==> src/hw/rtl/asp_pkg.sv <==
// ----------------------------------------------------------------------------
// asp_pkg
// Shared codes, types and helpers for the audio sample width packer.
// ----------------------------------------------------------------------------
package asp_pkg;

  // packing mode codes
  localparam logic [2:0] MODE_16TO8  = 3'd0;
  localparam logic [2:0] MODE_16TO16 = 3'd1;
  localparam logic [2:0] MODE_32TO8  = 3'd2;
  localparam logic [2:0] MODE_32TO16 = 3'd3;
  localparam logic [2:0] MODE_32TO24 = 3'd4;

  // register index of the mode register
  localparam logic REG_PACK_MODE = 1'b0;

  // group record handed from the front to the back
  typedef struct packed {
    logic [2:0]  mode;
    logic [31:0] a;
    logic [31:0] b;
    logic [31:0] c;
    logic [31:0] w;
  } group_t;

  // queue status seen by the front and back
  typedef struct packed {
    logic full;
    logic empty;
  } q_status_t;

  // source words per group, zero for an unused mode
  function automatic logic [2:0] group_len(input logic [2:0] mode);
    logic [2:0] len;
    unique case (mode)
      MODE_16TO8:  len = 3'd2;
      MODE_16TO16: len = 3'd1;
      MODE_32TO8:  len = 3'd4;
      MODE_32TO16: len = 3'd2;
      MODE_32TO24: len = 3'd4;
      default:     len = 3'd0;
    endcase
    return len;
  endfunction

endpackage

==> src/hw/rtl/audio_sample_width_packer.sv <==
// ----------------------------------------------------------------------------
// audio_sample_width_packer
// Packs 32-bit sample buffer words into 32-bit playback FIFO words.
//
//   channel  direction  handshake             payload
//   input    in         in_valid / in_stall   source_word[31:0]
//   output   out        out_valid / out_stall fifo_word[31:0], last_of_group
//   config   in         APB write / read      pack_mode at byte address 0
//
// One source word is taken every cycle unless in_stall is raised; results
// leave at up to one a cycle from a registered output. The item that
// closes a group goes into the group queue and then the output register.
// The two-entry queue sets how far the input runs ahead of a stalled
// output; in 32-to-24 mode a group gives three result beats.
// Reset is synchronous: mode 16-to-16, phase zero, queue and output empty.
// ----------------------------------------------------------------------------
module audio_sample_width_packer (
  input  logic        clk,
  input  logic        rst,
  input  logic        psel,
  input  logic        penable,
  input  logic        pwrite,
  input  logic [2:0]  paddr,
  input  logic [31:0] pwdata,
  output logic [31:0] prdata,
  output logic        pready,
  input  logic [31:0] source_word,
  input  logic        in_valid,
  output logic        in_stall,
  output logic [31:0] fifo_word,
  output logic        last_of_group,
  output logic        out_valid,
  input  logic        out_stall
);

  logic               [2:0] pack_mode;
  logic                     cfg_write;
  logic                     mode_write;
  logic                     q_push;
  logic                     q_pop;
  asp_pkg::group_t          q_wr_data;
  asp_pkg::group_t          q_rd_data;
  asp_pkg::q_status_t       q_status;

  // register port
  assign pready     = 1'b1;
  assign cfg_write  = psel && penable && pwrite && pready;
  assign mode_write = cfg_write && (paddr[2] == asp_pkg::REG_PACK_MODE);
  assign prdata     = (paddr[2] == asp_pkg::REG_PACK_MODE) ? {29'd0, pack_mode} : 32'd0;

  // mode register
  always_ff @(posedge clk) begin
    if (rst) begin
      pack_mode <= asp_pkg::MODE_16TO16;
    end else if (mode_write) begin
      pack_mode <= pwdata[2:0];
    end
  end

  // front: group collection
  asp_front u_front (
    .clk         (clk),
    .rst         (rst),
    .pack_mode   (pack_mode),
    .mode_write  (mode_write),
    .source_word (source_word),
    .in_valid    (in_valid),
    .in_stall    (in_stall),
    .q_status    (q_status),
    .q_push      (q_push),
    .q_data      (q_wr_data)
  );

  // group queue
  asp_queue u_queue (
    .clk     (clk),
    .rst     (rst),
    .push    (q_push),
    .wr_data (q_wr_data),
    .pop     (q_pop),
    .rd_data (q_rd_data),
    .status  (q_status)
  );

  // back: word packing and output
  asp_back u_back (
    .clk           (clk),
    .rst           (rst),
    .rec           (q_rd_data),
    .q_status      (q_status),
    .q_pop         (q_pop),
    .fifo_word     (fifo_word),
    .last_of_group (last_of_group),
    .out_valid     (out_valid),
    .out_stall     (out_stall)
  );

  // no push into a full queue
  assert property (@(posedge clk) disable iff (rst) q_push |-> !q_status.full)
    else $error("group pushed into a full queue");

  // no pop from an empty queue
  assert property (@(posedge clk) disable iff (rst) q_pop |-> !q_status.empty)
    else $error("group popped from an empty queue");

  // only 32-to-24 groups have more than one word
  assert property (@(posedge clk) disable iff (rst)
    (out_valid && pack_mode != asp_pkg::MODE_32TO24) |-> last_of_group)
    else $error("multi-word group outside 32-to-24 mode");

endmodule

==> src/hw/rtl/asp_front.sv <==
// ----------------------------------------------------------------------------
// asp_front
// Accepts source words, collects a group in the held words and pushes the
// finished group record into the queue.
// ----------------------------------------------------------------------------
module asp_front (
  input  logic                clk,
  input  logic                rst,
  input  logic [2:0]          pack_mode,
  input  logic                mode_write,
  input  logic [31:0]         source_word,
  input  logic                in_valid,
  output logic                in_stall,
  input  asp_pkg::q_status_t  q_status,
  output logic                q_push,
  output asp_pkg::group_t     q_data
);

  logic [1:0]  phase;
  logic [1:0]  phase_next;
  logic [31:0] held_words [3];
  logic [2:0]  len;
  logic        completes;
  logic        accept;

  // group length and completion of the group by this item
  assign len       = asp_pkg::group_len(pack_mode);
  assign completes = (len != 3'd0) && (({1'b0, phase} + 3'd1) >= len);
  assign in_stall  = completes && q_status.full;
  assign accept    = in_valid && !in_stall;
  assign q_push    = accept && completes;

  // group record from the held words and the closing item
  assign q_data.mode = pack_mode;
  assign q_data.a    = held_words[0];
  assign q_data.b    = held_words[1];
  assign q_data.c    = held_words[2];
  assign q_data.w    = source_word;

  // next phase
  always_comb begin
    phase_next = phase;
    if (accept) begin
      if (len == 3'd0 || completes) begin
        phase_next = 2'd0;
      end else begin
        phase_next = phase + 2'd1;
      end
    end
  end

  // phase counter, cleared on a mode write
  always_ff @(posedge clk) begin
    if (rst) begin
      phase <= 2'd0;
    end else if (mode_write) begin
      phase <= 2'd0;
    end else begin
      phase <= phase_next;
    end
  end

  // held words, written only by items that open or extend a group
  always_ff @(posedge clk) begin
    if (accept && !completes && len != 3'd0 && phase != 2'd3) begin
      held_words[phase] <= source_word;
    end
  end

endmodule

==> src/hw/rtl/asp_queue.sv <==
// ----------------------------------------------------------------------------
// asp_queue
// Two-entry queue of group records between the front and the back.
// ----------------------------------------------------------------------------
module asp_queue (
  input  logic                clk,
  input  logic                rst,
  input  logic                push,
  input  asp_pkg::group_t     wr_data,
  input  logic                pop,
  output asp_pkg::group_t     rd_data,
  output asp_pkg::q_status_t  status
);

  asp_pkg::group_t entries [2];
  logic            wr_ptr;
  logic            rd_ptr;
  logic [1:0]      count;

  assign rd_data      = entries[rd_ptr];
  assign status.full  = (count == 2'd2);
  assign status.empty = (count == 2'd0);

  // pointers and fill count
  always_ff @(posedge clk) begin
    if (rst) begin
      wr_ptr <= 1'b0;
      rd_ptr <= 1'b0;
      count  <= 2'd0;
    end else begin
      if (push) begin
        wr_ptr <= ~wr_ptr;
      end
      if (pop) begin
        rd_ptr <= ~rd_ptr;
      end
      if (push && !pop) begin
        count <= count + 2'd1;
      end else if (pop && !push) begin
        count <= count - 2'd1;
      end
    end
  end

  // record storage
  always_ff @(posedge clk) begin
    if (push) begin
      entries[wr_ptr] <= wr_data;
    end
  end

endmodule

==> src/hw/rtl/asp_back.sv <==
// ----------------------------------------------------------------------------
// asp_back
// Takes group records from the queue and emits one or three packed words
// through an output register.
// ----------------------------------------------------------------------------
module asp_back (
  input  logic                clk,
  input  logic                rst,
  input  asp_pkg::group_t     rec,
  input  asp_pkg::q_status_t  q_status,
  output logic                q_pop,
  output logic [31:0]         fifo_word,
  output logic                last_of_group,
  output logic                out_valid,
  input  logic                out_stall
);

  logic [1:0]  beat;
  logic        beat_last;
  logic [31:0] word;
  logic        load;

  // output register free to take a new item
  assign load  = !out_valid || !out_stall;
  assign q_pop = load && !q_status.empty && beat_last;

  // packed word for the current beat
  always_comb begin
    word      = rec.w;
    beat_last = 1'b1;
    unique case (rec.mode)
      asp_pkg::MODE_16TO8: begin
        word = {rec.a[31:24], rec.a[15:8], rec.w[31:24], rec.w[15:8]};
      end
      asp_pkg::MODE_16TO16: begin
        word = rec.w;
      end
      asp_pkg::MODE_32TO8: begin
        word = {rec.a[31:24], rec.b[31:24], rec.c[31:24], rec.w[31:24]};
      end
      asp_pkg::MODE_32TO16: begin
        word = {rec.a[31:16], rec.w[31:16]};
      end
      asp_pkg::MODE_32TO24: begin
        beat_last = (beat == 2'd2);
        unique case (beat)
          2'd0:    word = {rec.a[31:8], rec.b[31:24]};
          2'd1:    word = {rec.b[23:8], rec.c[31:16]};
          default: word = {rec.c[15:8], rec.w[31:8]};
        endcase
      end
      default: begin
        word = rec.w;
      end
    endcase
  end

  // beat counter and output valid
  always_ff @(posedge clk) begin
    if (rst) begin
      beat      <= 2'd0;
      out_valid <= 1'b0;
    end else if (load) begin
      out_valid <= !q_status.empty;
      if (!q_status.empty) begin
        beat <= beat_last ? 2'd0 : beat + 2'd1;
      end
    end
  end

  // output payload
  always_ff @(posedge clk) begin
    if (load && !q_status.empty) begin
      fifo_word     <= word;
      last_of_group <= beat_last;
    end
  end

endmodule
==> config.mk <==
export PLATFORM = sky130hd
export DESIGN_NAME = audio_sample_width_packer
export DESIGN_NICKNAME = d
export VERILOG_FILES = /design/src/hw/rtl/asp_pkg.sv /design/src/hw/rtl/audio_sample_width_packer.sv /design/src/hw/rtl/asp_front.sv /design/src/hw/rtl/asp_queue.sv /design/src/hw/rtl/asp_back.sv
export SDC_FILE = /design/constraint.sdc
export NUM_CORES = 1
export LEC_CHECK = 0
export BUFFER_PORTS_ARGS = -buffer_cell sky130_fd_sc_hd__clkbuf_2
export CAP_MARGIN = 20
export CORE_ASPECT_RATIO = 0.6
export CORE_UTILIZATION = 54
export DETAILED_ROUTE_END_ITERATION = 6
export PLACE_DENSITY = 0.74
export SLEW_MARGIN = 0
export SYNTH_ARGS = -nofsm -noshare
export SYNTH_HDL_FRONTEND = slang
export SYNTH_HIERARCHICAL = 1
export SYNTH_SLANG_ARGS = --single-unit
==> constraint.sdc <==
create_clock -name clk -period 7.9 [get_ports clk]
set_clock_uncertainty 0.15 [all_clocks]
set_input_delay 0.395 -clock clk [delete_from_list [all_inputs] [get_ports clk]]
set_output_delay 0.395 -clock clk [all_outputs]
set_load 0.005 [all_outputs]
# == After elaboration in Yosys (flattened, before gate mapping) ==
# Memories as Yosys holds them, arrays and structs flattened. A register that Yosys moved wholly into a read port is not among the register bits.
# Index checks and enable logic that the tools add are counted.
# word_totals
ff_bits,45
mem_bits_rw,358
input_bits,74
output_inout_bits,68
wordCells,81
n_memories,2
# classes
add_sub_neg,5
n_lt_le_gt_ge,1
eq_ne,11
muxes,15
bitwise_logic,4
reduce_logical,34
# memory_table
memory,words,width,read_ports,rd_ports_with_merged_regs,wr,line,rtl
u_queue.entries,2,131,1,1,1,asp_queue.sv:15,asp_pkg::group_t entries [2];
u_front.held_words,3,32,3,0,1,asp_front.sv:21,logic [31:0] held_words [3];
# op_table
cell,count
one-hot mux 32 bit (4 select lines),1
one-hot mux 32 bit (2 select lines),1
logical AND 1 bit,14
"equality test 3 x 2 -> 1 bit, second input constant",4
zero test 3 bit,3
one-hot mux 3 bit (3 select lines),1
two-way mux 2 bit,4
zero test 1 bit,7
two-way mux 1 bit,7
"adder 2 x 1 -> 2 bit, second input constant",3
"equality test 3 bit, second input constant",2
OR reduction 2 bit,3
"equality test 2 bit, second input constant",2
zero test 2 bit,2
inverter 1 bit,4
"adder 2 x 1 -> 3 bit, second input constant",1
"equality test 3 x 1 -> 1 bit, second input constant",1
greater-or-equal comparator 3 bit,1
two-way mux 3 bit,1
nonzero test 3 bit,1
"equality test 2 x 1 -> 1 bit, second input constant",1
logical OR 1 bit,2
"inequality test 2 bit, second input constant",1
AND reduction 2 bit,1
other kinds (2),2

# == Longest topological paths before layout ==
# Gate-level depths: netlist (run 1).
# depth
word_depth,13
ltp_mapped,12

# == By module ==
# Netlist (run 1), hierarchy kept.
# by_module_without_submodules
module,instances,cells_each,area_per_inst_um2,seq_area_each_um2
asp_queue,1,430,10033.4,7967.6
asp_front,1,168,3467.1,2922.8
asp_back,1,307,2880.3,1051.0
audio_sample_width_packer,1,49,402.9,60.1

# == Worst setup path after synthesis (run 1) ==
# No wires, ideal clock.
# synth_path
path_type,reg-to-reg
startpoint,register u_front.phase[0]
endpoint,"memory u_queue/entries[0][0] (netlist name), enable pin"
setup_ns,0.639
arrival_time_ns,7.462
required_time_ns,7.111
setup_slack_ns,-0.351
stages_incl_launch_ff,8
path_buffers,0
cell_sequence,dfxtp_1 > inv_1 > ha_1 > ha_1 > nand2_1 > o21a_4 > nor3_1 > nor2b_1
# synth_via
elab_chain_cells,9
# synth_lines
element,line,rtl
start: declaration,asp_front.sv:19,logic [1:0] phase;
start signal: assignment,asp_front.sv:59,phase <= phase_next;
adder 2 x 1 -> 3 bit (*),asp_front.sv:28,"assign completes = (len != 3'd0) && (({1'b0, phase} + 3'd1) >= len);"
greater-or-equal comparator 3 bit (*),asp_front.sv:28,
logical AND 1 bit (*),asp_front.sv:28,
logical AND 1 bit,asp_front.sv:29,assign in_stall = completes && q_status.full;
zero test 1 bit,asp_front.sv:30,assign accept = in_valid && !in_stall;
logical AND 1 bit,asp_front.sv:30,
logical AND 1 bit (*),asp_front.sv:31,assign q_push = accept && completes;
named net q_push,audio_sample_width_packer.sv:39,logic q_push;
two-way mux 1 bit (*),asp_queue.sv:47,if (push) begin
two-way mux 1 bit (not written as such) (*),asp_queue.sv:48,entries[wr_ptr] <= wr_data;
end: declaration,asp_queue.sv:15,
# Mark *: on every way through the listed nets, which the timed path passes. The rest lies on a longest branch.

# == Worst setup path after layout (run 1) ==
# layout_path
startpoint,register u_front.phase[0]
endpoint,"memory u_queue/entries[1][74] (netlist name), enable pin"
# The elaborated chain is that of the path after synthesis.

==> impl_metrics.yaml, run 1 <==
hold_path:
  min_path_cells: 3
  min_to: "u_front/phase[0]"
  worstHoldPathType: "input pin to register"
  hold_start: "in_valid"
finish:
  multi_input_area_sq_um: 3740
  insertedDiodeCount: 0
  seq_area_sq_um: 9840
  fillers: 1905
  final_nets: 1024
  final_cells: 1310
  drive_above_1_share_pct: 30.4
  syn2layout_area_growth_pct: 11.1
setup_path:
  crit_arrival_ns: 4.01
  reg2reg_depth: 8
  critPathLaunch: "u_front/phase[0]"
  r2r_slack_ns: 3.92
  worstSetupStartpointType: "register"
  critPathMaxFanout: 64
  end_kind: "register"
  worst_ep_required_time_ns: 7.93
  r2r-end: "u_queue/entries[1][74]"
  r2r-start: "u_front/phase[0]"
  crit_type: "register to register"
sta:
  finalMaxSlewViolations: 0
  finalSetupTns_ns: 0
  finalCriticalPeriod_ns: 3.98
  finalSetupViolations: 0
  finalHoldViolations: 0
  post-route-period-util_pct: 50.4
  tightest_slew_ns: 0.998
  relSlewSlack_pct: 33.5
  grt_setup_unrepaired: "no"
  fmax_mhz: 251
global_route:
  grt_first_pass_wirelength_microns: 41200
  grt_pass1_vias: 6958
  grt.total_usage_pct: 20.4
  grt_overflow: 0
  grt_antenna_before_repair: 0
  grt_start_max_net_pins: 70
power_and_ir_drop:
  power.leakage_nw: 5.58
  power.internal_mw: 3.71
  peakVddDrop_v: 0.000210
  seqPwrFrac_pct: 46.2
  power_frac_clock_pct: 26.6
  switchingPower_mw: 1.47
  p_per_area_nw_per_um2: 327
  sw_frac_of_total_pct: 28.3
  combPwrFrac_pct: 27.3
clock_tree:
  cts.clk_slew.worst_paths_ns: 0.07
  clkLatencyLatePin_ns: 0.56
  h-tree-depth: 1
  cts-root-buf: "clkbuf_16"
  numClockSinks: 332
  clk_path_buf_depth: 3
  numCtsBuffers: 30
  cts_tree: "yes"
synth:
  postSynthCellCount: 858
  yosysWarnings: 6
  avgSynthCellArea_sq_um: 16.6
  syn_area_sq_um: 14300
route:
  drtIter0Drc: 654
  drt_wl_total_microns: 27300
  first_pass_iters: 5
  ant_nets: 0
  drc: 0
  wire_per_inst_microns: 20.9
  vias: 7310
  viasPerCell: 5.58
floorplanning:
  die_x_microns: 212
  start_util_pct: 55.7
  std_cell_rows: 45
  die_h_microns: 128
  dieArea_sq_um: 27100
  core_sq_um: 25600
  ios: 142
job:
  drv_cap: 0
outcome:
  status: "finished clean"
placed_design:
  placed_cells: 1223
  portBuffers: 80
  dp_hpwl_microns: 15800
  gp_congestion: 0.792
## layout make-up
| class | instances | share of cell area, % |
|---|---|---|
| well taps | 352 | 2.78 |
| repair buffers | 131 | 5.51 |
| clock buffers | 33 | 4.94 |
| multi-input cells | 437 | 23.6 |
| clock inverters | 18 | 0.892 |
| inverters | 7 | 0.166 |
| flip-flops and latches | 332 | 62.1 |
## what timing repair did
item | CTS | global route
gates resized for setup | 0 | 0
hold buffers | 36 | 0
hold endpoints to repair | 140 | 0
setup buffers | 0 | 0
## flip-flops by register name, summed over array words and instances, names as in the netlist, named ones only
signal and cells:
u_back/beat 2, u_queue/count 2, u_back/fifo_word 32, u_queue/entries 214
u_queue/rd_ptr 1, u_back/last_of_group 1, u_front/phase 2, u_back/out_valid 1
pack_mode 3, u_front/held_words 72, u_queue/wr_ptr 1
## layout by cell type (no fill, tap or decap), types with 3 or more instances in the layout
cell	count
o21ai_0	17
o21ai_1	10
a21oi_1	29
buf_4	15
nor3b_2	3
clkinv_2	7
clkinv_1	6
mux2i_1	3
clkbuf_2	80
xor2_1	3
mux2_4	67
ha_1	9
nor2_1	34
a221o_1	8
a22o_1	32
nand2b_1	8
dfxtp_1	12
edfxtp_1	319
mux2_2	64
nor2b_1	34
and2b_2	3
xnor2_1	3
inv_1	7
clkbuf_16	31
conb_1	30
nor3b_1	25
dlygate4sd3_1	36
o22ai_1	24
nand2_1	8
## worst max path at each step
stage,end
2_1_floorplan,u_queue/entries[0][0]
3_3_place_gp,u_queue/entries[1][40]
3_5_place_dp,u_queue/entries[1][80]
4_1_cts,u_queue/entries[1][113]
5_1_grt,u_queue/entries[1][74]
6_report,u_queue/entries[1][74]
## metal layers
layer  routed length (microns)  global-route usage [%]  part of all wire, %  vias up
li1                          -                       -                    -     3332
met1                     12600                    30.6                   46     3671
met2                     12600                    31.7                   46      276
met3                      1820                    3.55                  6.7       31
met4                       321                    4.01                  1.2        0
met5                         0                       0                    0        -
## stage by stage
step	total power [mW]	instance area [sq um]	utilization (%)	hold WS, ns	setup slack, ns
2_1_floorplan	3.50	14400	-	0.271	0.747
3_3_place_gp	3.80	14600	56.8	0.271	4.00
3_5_place_dp	3.83	14600	56.8	0.279	3.93
4_1_cts	5.23	15800	61.9	0.0229	3.90
5_1_grt	5.41	15800	61.9	0.0457	3.64
6_report	5.18	15800	61.9	0.0431	3.92
## power by group through the flow
stage          clock network (mW)  logic (mW)  registers (mW)
2_1_floorplan                   0        1.08            2.42
3_3_place_gp                    0        1.38            2.42
3_5_place_dp                    0        1.40            2.43
4_1_cts                      1.41        1.42            2.40
5_1_grt                      1.48        1.52            2.42
6_report                     1.38        1.41            2.39
## critical path, stage by stage, from the launching register on
cell and delay [ns]:
dfxtp_1 0.40, inv_1 0.11, ha_1 0.34, ha_1 0.29, nand2_1 0.07, o21a_4 0.22
nor3_1 0.45, and2_4 0.66, buf_4 0.80
Power figures use the tool's default switching activity.
==> run 2, diff against run 1 <==
- ABC_AREA: not set -> 1
- CORE_UTILIZATION: 54 -> 55
- PLACE_DENSITY: 0.74 -> 0.72
- clock period: 7.9 -> 4.1 ns (I/O delays scaled with it)
==> run 2 against run 1 <==
  * Combinational power grew 130%
  * Global-route usage rose by 2.4 points
  * Sequential share of layout area down 1.6 points
  * Non-clock buffer count grew 16
  * Fmax grew 25%
  * Count of clock-buffer cells in the layout increased by 14
  * Worst hold slack improved by 0.19 ns
  * Sequential power rose by 94%
  * Synthesized cell count up 28%
  * Total power up 100%
  * Via count increased by 12%
==> impl_metrics.yaml, run 2 <==
outcome:
  status: "finished clean"
global_route:
  grt_first_pass_wirelength_microns: 45800
  grt_pass1_vias: 7844
  grt.total_usage_pct: 22.8
  grt_antenna_before_repair: 0
  grt_start_max_net_pins: 79
  grt_overflow: 0
finish:
  largest_reg_flops: 214
  reg_top3: "u_queue/entries x214, u_front/held_words x72, u_back/fifo_word x32"
  syn2layout_area_growth_pct: 12.2
  drive_above_1_share_pct: 22.2
  postLayoutCellArea_sq_um: 16300
  regMostFlops: "u_queue/entries"
  final_core_util_pct: 63.6
  final_cells: 1569
  final_nets: 1278
  mostFrequentLayoutCell: "edfxtp_1"
  insertedDiodeCount: 0
  layout_common_cells: "319 x edfxtp_1, 282 x nand2_1, 91 x inv_1"
route:
  met1_length_microns: 13300
  routed.top_layer: "met4"
  first_pass_iters: 5
  wire_per_inst_microns: 18.9
  drt_wl_total_microns: 29700
  route.met2.wl_microns: 13000
  dr_wl_met3_microns: 2890
  ant_nets: 0
  drc: 0
  drtIter0Drc: 772
  viasPerCell: 5.24
  vias: 8217
clock_tree:
  cts-root-buf: "clkbuf_16"
  cts_setup_buffers: 0
  clk_path_buf_depth: 3
  clkLatencyLatePin_ns: 0.56
  h-tree-depth: 1
  cts.clk_slew.worst_paths_ns: 0.07
  cts_tree: "yes"
  numClockSinks: 332
  cts_hold_buf: 47
  numCtsBuffers: 30
  cts_resized: 0
setup_path:
  worstSetupStartpointType: "register"
  reg2reg_depth: 6
  crit_arrival_ns: 3.44
  critPathMaxFanout: 30
  r2r-end: "u_back/fifo_word[2]"
  worst_ep_required_time_ns: 4.35
  r2r_slack_ns: 0.91
  end_kind: "register"
  crit_type: "register to register"
placed_design:
  dp_hpwl_microns: 17900
  gp_congestion: 0.806
  placed_cells: 1466
  dpl_cell_area_sq_um: 14900
  portBuffers: 80
  pre_cts_ws_ns: 1.01
floorplanning:
  die_h_microns: 128
  start_util_pct: 56.7
  dieArea_sq_um: 27000
  ios: 142
  std_cell_rows: 45
  core_sq_um: 25600
  die_x_microns: 212
sta:
  finalMaxSlewViolations: 0
  tightest_slew_ns: 0.956
  post-route-period-util_pct: 77.7
  finalHoldViolations: 0
  relSlewSlack_pct: 36.3
  finalCriticalPeriod_ns: 3.19
  fin_ws_ns: 0.913
  finalSetupViolations: 0
  finalSetupTns_ns: 0
  grt_setup_unrepaired: "no"
  whs_ns: 0.231
  fmax_mhz: 314
synth:
  postSynthCellCount: 1094
  avgSynthCellArea_sq_um: 13.2
  syn_area_sq_um: 14500
  yosysWarnings: 6
job:
  drv_cap: 0
power_and_ir_drop:
  totalPowerFinal_mw: 10.5
  peakVddDrop_v: 0.000499
  power.leakage_nw: 6.35
  p_per_area_nw_per_um2: 646
hold_path:
  worstHoldPathType: "input pin to register"
  min_to: "u_queue/entries[1][4]"
  hold_start: "source_word[4]"
  min_path_cells: 2
==> run 2: cell count changes in the layout (fill, tap and decap cells not counted), sizes merged, moves of 29 or more <==
| cell | before | now |
|---|---|---|
| nor3b | 29 | 0 |
| nand2 | 8 | 286 |
| inv | 7 | 96 |
| nand3 | 1 | 62 |
| a22o | 32 | 0 |
| nor2b | 36 | 0 |
==> run 2: critical path, cell delays in order (launching register included) <==
cell,delay (ns)
dfxtp_4,0.68
mux2_2,0.78
nand2_1,0.14
nor2_2,0.64
buf_4,0.37
nand2_1,0.09
nand4_1,0.16
==> run 2: layout make-up <==
class,count,area [sq um]
clock inverters,9,73.8
inverters,98,372
clock buffers,47,856
fillers,1897,9310
repair buffers,147,1060
multi-input cells,584,3610
well taps,352,440
flip-flops and latches,332,9840
==> run 2: how the worst max path moves through the flow <==
| stage | startpoint | to | cells after the start |
|---|---|---|---|
| after floorplan | pack_mode[0] | u_queue/entries[0][0] | 12 |
| after global placement | pack_mode[0] | u_queue/entries[1][73] | 15 |
| after detailed placement | register | u_back/fifo_word[2] | 6 |
| after CTS | register | u_back/fifo_word[2] | 6 |
| after global routing | pack_mode[0] | u_queue/entries[0][11] | 15 |
| final | register | u_back/fifo_word[2] | 6 |
==> run 2: where the power goes <==
part | switching (mW) | internal, mW | total (mW)
clock | 1.18 | 1.50 | 2.67
sequential | 0.205 | 4.43 | 4.64
combinational | 2.01 | 1.17 | 3.18
total | 3.40 | 7.10 | 10.5
==> run 2: layer usage <==
metal  vias up  track usage [%]
li1       3861                -
met1      3932             34.1
met2       381             33.5
met3        43             5.93
met4         0             5.67
met5         -                0
